<file path="config.mk">
export PLATFORM = sky130hd
export DESIGN_NAME = ulbp_core
export DESIGN_NICKNAME = d
export VERILOG_FILES = /design/src/ulbp_pkg.sv /design/src/ulbp_core.sv
export SDC_FILE = /design/constraint.sdc
export NUM_CORES = 2
export LEC_CHECK = 0
export BUFFER_PORTS_ARGS = -buffer_cell sky130_fd_sc_hd__buf_2
export CORE_UTILIZATION = 29
export DETAILED_ROUTE_END_ITERATION = 8
export PLACE_DENSITY = 0.52
export SYNTH_ARGS = -nofsm -noshare
export SYNTH_HDL_FRONTEND = slang
export SYNTH_SLANG_ARGS = --single-unit
</file>
<file path="constraint.sdc">
create_clock -name clk -period 11.7 [get_ports clk]
set_input_delay 1.17 -clock clk [delete_from_list [all_inputs] [get_ports clk]]
set_output_delay 1.17 -clock clk [all_outputs]
set_load 0.01 [all_outputs]
</file>
<file path="src/ulbp_pkg.sv">
package ulbp_pkg;

	localparam int PIX_W = 8;
	localparam int COORD_W = 10;
	localparam int BIN_W = 4;
	localparam int SIZE_W = 11;
	localparam int MAX_HEIGHT = 1024;
	localparam logic [BIN_W-1:0] BIN_NONUNIFORM = 4'd9;

	// Fractional parts of 0.70710678 * r for r = 1..3, in Q0.20.
	localparam logic [19:0] FRAC_Q20 [3] = '{20'd741455, 20'd434334, 20'd127214};

	typedef logic [PIX_W-1:0] pix_t;

	// Register indexes on the configuration port.
	typedef enum logic [1:0] {
		REG_RADIUS = 2'd0,
		REG_WIDTH  = 2'd1,
		REG_HEIGHT = 2'd2,
		REG_NONE   = 2'd3
	} reg_idx_t;

	// Position information that travels with a word down the pipeline.
	typedef struct packed {
		logic               emit;
		logic               last;
		logic [COORD_W-1:0] row;
		logic [COORD_W-1:0] col;
	} ulbp_tag_t;

endpackage

</file>
<file path="src/ulbp_core.sv">
module ulbp_core #(
	parameter int MAX_RADIUS = 3,
	parameter int FRAC_BITS = 8
) (
	input  logic                       clk,
	input  logic                       arst_n,
	input  logic                       en,
	input  logic [1:0]                 radius,
	input  logic                       in_valid,
	input  ulbp_pkg::ulbp_tag_t        in_tag,
	input  ulbp_pkg::pix_t             win [2*MAX_RADIUS+1][2*MAX_RADIUS+1],
	output logic                       out_valid,
	output logic [ulbp_pkg::BIN_W-1:0] out_bin,
	output ulbp_pkg::ulbp_tag_t        out_tag
);

	import ulbp_pkg::*;

	localparam int WW = 2*FRAC_BITS+1;
	localparam int PW = PIX_W+WW;
	localparam int SW = PW+2;
	localparam int SX [4] = '{1, -1, -1, 1};
	localparam int SY [4] = '{-1, -1, 1, 1};

	function automatic int wo_of(input int r);
		return int'((FRAC_Q20[r-1] + (20'd1 << (19-FRAC_BITS))) >> (20-FRAC_BITS));
	endfunction

	function automatic logic [BIN_W-1:0] to_bin(input logic [7:0] code);
		logic [7:0] diff;
		logic [3:0] trans;
		logic [3:0] ones;
		diff = code ^ {code[0], code[7:1]};
		trans = '0;
		ones = '0;
		for (int i = 0; i < 8; i++) begin
			trans = trans + 4'(diff[i]);
			ones = ones + 4'(code[i]);
		end
		return (trans <= 4'd2) ? ones : BIN_NONUNIFORM;
	endfunction

	pix_t          ctr_c;
	pix_t          dpix_c [4][4];
	logic [3:0]    axis_c;
	pix_t          ctr_s3;
	pix_t          dpix_s3 [4][4];
	logic [3:0]    axis_s3;
	logic          v_s3;
	ulbp_tag_t     tag_s3;
	logic [WW-1:0] wii, wio, woo;
	logic [PW-1:0] prod_s4 [4][4];
	pix_t          ctr_s4;
	logic [3:0]    axis_s4;
	logic          v_s4;
	ulbp_tag_t     tag_s4;
	logic [SW-1:0] sum [4];
	logic [SW-1:0] ref_val;
	logic [7:0]    code;
	logic          valid_q;
	logic [BIN_W-1:0] bin_q;
	ulbp_tag_t     tag_q;

	// Pick the taps of the circle for the configured radius and compare the axis ones.
	always_comb begin
		int k;
		int xi, xo, yi, yo;
		k = 0;
		xi = 0;
		xo = 0;
		yi = 0;
		yo = 0;
		ctr_c = '0;
		axis_c = '0;
		for (int d = 0; d < 4; d++) begin
			for (int j = 0; j < 4; j++) begin
				dpix_c[d][j] = '0;
			end
		end
		for (int rr = 1; rr <= MAX_RADIUS; rr++) begin
			if (radius == 2'(rr)) begin
				k = rr-1;
				ctr_c = win[rr][rr];
				axis_c[0] = win[0][rr] >= win[rr][rr];
				axis_c[1] = win[rr][2*rr] >= win[rr][rr];
				axis_c[2] = win[2*rr][rr] >= win[rr][rr];
				axis_c[3] = win[rr][0] >= win[rr][rr];
				for (int d = 0; d < 4; d++) begin
					xi = SX[d]*k;
					xo = SX[d]*(k+1);
					yi = SY[d]*k;
					yo = SY[d]*(k+1);
					dpix_c[d][0] = win[rr-xi][rr-yi];
					dpix_c[d][1] = win[rr-xo][rr-yi];
					dpix_c[d][2] = win[rr-xi][rr-yo];
					dpix_c[d][3] = win[rr-xo][rr-yo];
				end
			end
		end
	end

	// Bilinear weights for the configured radius.
	always_comb begin
		int wo, wi;
		wo = 0;
		wi = 0;
		wii = '0;
		wio = '0;
		woo = '0;
		for (int rr = 1; rr <= MAX_RADIUS; rr++) begin
			if (radius == 2'(rr)) begin
				wo = wo_of(rr);
				wi = (1 << FRAC_BITS) - wo;
				wii = WW'(wi*wi);
				wio = WW'(wi*wo);
				woo = WW'(wo*wo);
			end
		end
	end

	always_ff @(posedge clk or negedge arst_n) begin
		if (!arst_n) begin
			v_s3 <= 1'b0;
			v_s4 <= 1'b0;
			valid_q <= 1'b0;
		end else if (en) begin
			v_s3 <= in_valid;
			v_s4 <= v_s3;
			valid_q <= v_s4;
		end
	end

	// Stage 3 registers the taps, stage 4 the weighted products.
	always_ff @(posedge clk) begin
		if (en) begin
			ctr_s3 <= ctr_c;
			dpix_s3 <= dpix_c;
			axis_s3 <= axis_c;
			tag_s3 <= in_tag;
			for (int d = 0; d < 4; d++) begin
				prod_s4[d][0] <= PW'(dpix_s3[d][0]) * PW'(wii);
				prod_s4[d][1] <= PW'(dpix_s3[d][1]) * PW'(wio);
				prod_s4[d][2] <= PW'(dpix_s3[d][2]) * PW'(wio);
				prod_s4[d][3] <= PW'(dpix_s3[d][3]) * PW'(woo);
			end
			ctr_s4 <= ctr_s3;
			axis_s4 <= axis_s3;
			tag_s4 <= tag_s3;
		end
	end

	// Sum each diagonal exactly, compare against the scaled centre, form the code.
	always_comb begin
		ref_val = SW'(ctr_s4) << (2*FRAC_BITS);
		for (int d = 0; d < 4; d++) begin
			sum[d] = SW'(prod_s4[d][0]) + SW'(prod_s4[d][1])
				+ SW'(prod_s4[d][2]) + SW'(prod_s4[d][3]);
		end
		for (int d = 0; d < 4; d++) begin
			code[2*d] = axis_s4[d];
			code[2*d+1] = sum[d] >= ref_val;
		end
	end

	always_ff @(posedge clk) begin
		if (en) begin
			bin_q <= to_bin(code);
			tag_q <= tag_s4;
		end
	end

	assign out_valid = valid_q;
	assign out_bin = bin_q;
	assign out_tag = tag_q;

endmodule

</file>
-- After elaboration in Yosys (flattened, before gate mapping)
Memory sizes are Yosys's and may differ from the RTL's.
Index checks and enable logic that the tools add are counted.
Widths: inputs -> output; s select.
- memories kept: 1
- bits in registers: 225
- logic and storage cells: 120
- memory bits (read-only): 0
- bits in writable memories: 400
- latch bits: 0
- memory list (memory ; words ; width ; rd ports ; clocked after memory_dff ; write ports ; line ; RTL):
    prod_s4 ; 4 ; 100 ; 4 ; 0 ; 4 ; ulbp_core.sv:52 ; logic [PW-1:0] prod_s4 [4][4];
- add/sub/neg operators: 26
- muxes and demuxes: 20
- magnitude comparators: 17
- equality and inequality tests: 3
- div/mod/pow operators: 0
- shifts and indexed selects: 0
- $mul: 16
- bitwise logic cells: 1
- reductions and logical operators: 0
- operators by type and width (cell ; count):
    $mul 8x17->25 ; 16
    $mux 128 ; 3
    $add 26x25->27 ; 4
    $add 27x25->27 ; 4
    $ge 27x24->1 ; 4
    $add 25x25->26 ; 4
    $mux 17 ; 6
    $ge 8x8->1 ; 12
    $add 4x1->4 ; 8
    $mux 8 ; 3
    $mux 15 ; 1
    $mux 14 ; 1
    $mux 13 ; 1
    $mux 4 ; 3
    $add 3x1->4 ; 2
    $xor 8x8->8 ; 1
    $add 2x1->3 ; 2
    $add 1x1->2 ; 2
    $eq 2x2->1 const B ; 2
    $le 4x2->1 const B ; 1
    $eq 2x1->1 const B ; 1
    $mux 1 ; 2

-- Depth between registers and ports, before layout
An unclocked memory read counts as a cell.
- depth in word-level cells: 14
- depth in mapped cells: 38
- gate-level depth less buffers: 38

-- Worst setup path after synthesis
Ideal clock, no wire load.
- kind: register to register
- from: memory prod_s4[2][1] (netlist name)
- to: register bin_q[1] (netlist: out_bin[1]), data pin
- stages on the path, launching flop included: 36
- period minus slack after synthesis: 8.311 ns
- data required time: 11.445 ns
- path buffers: 1
- setup slack: 3.389 ns
- arrival: 8.056 ns
- cell sequence: edfxtp_1 > fa_1 > fa_1 > ha_1 > fa_1 > a211oi_2 > o211ai_1 > a211oi_1 > o21a_1 > a21oi_1 > a21o_1 > a21o_1 > a21bo_2 > a31oi_1 > xnor2_1 > ha_1 > nand4b_1 > nor4_1 > o2111ai_1 > nor4_1 > o2111ai_1 > a2111oi_0 > a41oi_1 > and3_1 > buf_2 > xor2_1 > fa_1 > inv_1 > fa_1 > ha_1 > inv_1 > fa_1 > nor2b_1 > a31oi_1 > a21oi_1 > and2_1
- RTL lines (item ; line ; RTL):
    start: declaration ; ulbp_core.sv:52 ;
    end signal: assignment ; ulbp_core.sv:167 ; bin_q <= to_bin(code);
    end: declaration ; ulbp_core.sv:61 ; logic [BIN_W-1:0] bin_q;

==> summary.txt <==
CTS
  – Clock transition at the registers of the reported paths: 70 ps
  – Setup Buffers After CTS: 0
  – CTS tree: built
  – Total CTS buffers: 82
  – Hold Buf Count CTS: 0
  – CTS max path bufs: 3
  – Clock root buffer: clkbuf_16
  – Clk_lat worst skew: 730 ps
  – Post-CTS sizing: 0
  – CTS Sinks: 617
  – CTS H-Tree Depth: 3

Placement
  – RePlAce Congestion: 0.9158
  – HPWL after DPL: 209,500 um
  – Buffers on Ports: 350
  – Placed inst area: 88,660 um^2

Timing
  – Final Max Tran Viols: 0
  – RSZ-0062 raised after global routing: false
  – Final setup fails: 0
  – Crit share post-route: 83.71%
  – Setup TNS: 0 ps
  – Hold WS: 253.9 ps
  – Max-slew headroom: 6.265%
  – Fin. Hold Viols: 0
  – Fmax: 102.1 MHz
  – Fin Clk Skew: 57.76 ps
  – Crit path time final: 9794 ps
  – Tightest Pin Transition: 1406 ps

Synthesis
  – Cell variety after synth: 93
  – Top_reg_cell synth: edfxtp_1
  – EDFF count, synth: 614
  – Syn Nets: 10,640
  – Post-synth ARST share: 0.4862%
  – Number of synthesized register bits: 617
  – Register area share after synthesis: 22.52%
  – Area contributors post-synth: fa_1, edfxtp_1, ha_1
  – Average size of a mapped cell: 10.39 um^2
  – Synth top area share: 28.32%
  – Synth area leader: fa_1
  – Post-synthesis instance total: 7,916
  – Mapped cell area: 82,220 um^2
  – Syn. warnings: 0

Critical path
  – Kind of critical path: reg -> reg
  – Worst r2r path cells: 38
  – Worst EP arrival: 10,250 ps
  – Worst Path Required: 12,150 ps
  – Worst Setup End Kind: flip-flop
  – Worst r2r src: prod_s4[1][1]
  – CP max stage cell: fa_1
  – Critical Path Most Common Cell: fa_1
  – Max stage delay on crit path: 580 ps
  – FF-to-FF setup slack: 1910 ps
  – Critical Path Start: prod_s4[1][1]
  – RR Endpoint: out_bin[3]
  – Critical path peak fanout: 4
  – Critical Path Start Type: flip-flop

Status
  – Status: finished clean

Layout
  – Number of fill cells: 28,860
  – Design Area, Final: 91,620 um^2
  – Commonest non-fill, non-tap cell in the layout: inv_1
  – Share of layout cells above drive strength 1: 7.236%
  – Final nets: 10,990
  – Multi-input gate area: 57,150 um^2
  – Register Area: 18,510 um^2
  – Area Growth Syn to Fin: 11.44%
  – Commonest non-fill, non-tap cells in the layout: inv_1, fa_1, ha_1

Drt
  – Drt first pass iters: 6
  – DRT iter0 DRCs: 3,125
  – Via count: 56,030
  – WL final: 246,400 um
  – DRC violations left: 0
  – Via density: 4.622
  – Post-DR wirelength/cell: 20.32 um
  – Routed Antenna Nets: 0

Floorplan
  – Initial Utilization: 29.15%
  – Die Span Y: 534.4 um
  – Die width: 534.4 um
  – Die area: 285,600 um^2
  – Core area: 282,000 um^2
  – Rows: 195
  – I/O pins: 447

Run
  – Max Cap Violations: 0

GRT
  – Vias in the first global route: 60,340
  – Largest net degree at the start of global routing: 144
  – Initial antenna violation count: 47
  – Global route overflow: 0
  – GRT Total Usage: 17.45%
  – First-pass GRT wire length: 373,700 um

Min path
  – Worst min path class: in -> async
## cell type report
class	instances	area share, %
flip-flops and latches	617	20.21
diodes	46	0.1256
repair buffers	408	2.442
well taps	3743	5.112
clock inverters	55	0.7934
clock buffers	93	2.308
inverters	1619	6.633
multi-input cells	5541	62.38
## stage by stage
stage          cells  worst slack (ps)  util (%)
2_1_floorplan   7916              3389         -
3_3_place_gp   11930              1833     31.44
3_5_place_dp   11930              1931     31.44
4_1_cts        12080              1918     32.44
5_1_grt        12110              1313     32.47
6_report       12120              1906     32.48
## synth_stat cells (7+ instances only)
cell and instances:
a2111oi_0 12, o2111ai_1 11, o211a_1 7, and2_1 500, fa_1 1163, a211oi_1 31, xnor2_1 234, xor2_1 76
nor2_1 272, o31ai_1 12, a21oi_1 290, inv_1 1619, nand3b_1 7, o21bai_1 30, a22oi_1 67, nand4b_1 7
o21a_1 60, a31o_2 7, o21ai_0 302, o21ai_1 16, and3_1 46, nor4_1 13, edfxtp_1 614, nand2_1 371
a21boi_0 18, a21boi_1 7, mux2i_1 10, nand4_1 16, nor2b_1 190, nand3_1 61, or3_1 30, a21o_1 137
ha_1 1138, nand2b_1 103, a221oi_1 11, nor3_1 84, a211o_1 12, a31oi_1 45, o211ai_1 17, or2_2 23
clkbuf_1 134
## critical path, delay by kind of cell, from the launching register on
| kind | cells | cell delay (ps) |
|---|---|---|
| AND/OR/NAND/NOR | 11 | 2420 |
| AO/OA/AOI/OAI | 11 | 2740 |
| flip-flops | 1 | 400 |
| adder cells (fa/ha/maj) | 10 | 3540 |
| XOR/XNOR | 2 | 170 |
| buffers and inverters | 4 | 250 |
## metal layers
metal / share of wire [%] / track usage [%] / wire length [um]
met1: 42 / 21.27 / 102900
met2: 50 / 30.77 / 122000
met3: 3.3 / 1.753 / 8155
met4: 5.4 / 8.341 / 13260
met5: 0.035 / 0 / 87
## sequential cells by signal, summed over array words and instances (netlist names)
signal     cells
axis_s3        4
axis_s4        4
ctr_s3         8
ctr_s4         8
dpix_s3      128
out_bin        4
out_tag       22
out_valid      1
prod_s4      392
tag_s3        22
tag_s4        22
v_s3           1
v_s4           1
## logic make-up (layout without fill, tap and decap cells)
kind of cell,count (synthesis),count (layout),synth area share (%)
AOI/OAI and AO/OA,1164,1164,9.038
xor gates and xnor gates,310,310,3.302
adders and majority gates,2301,2301,45.64
buffers and inverters,1758,2175,8.038
DFF,617,617,22.52
muxes,16,16,0.2039
other,0,46,0
and+or+nand+nor,1750,1750,11.26
## how the worst max path moves through the flow
stage / to
4_1_cts: out_bin[3]
3_5_place_dp: out_bin[3]
6_report: out_bin[3]
2_1_floorplan: out_bin[1]
5_1_grt: out_bin[3]
3_3_place_gp: out_bin[3]
Power is not shown: default switching activity piles up to over one toggle a cycle in this logic, so the estimate is an artifact.
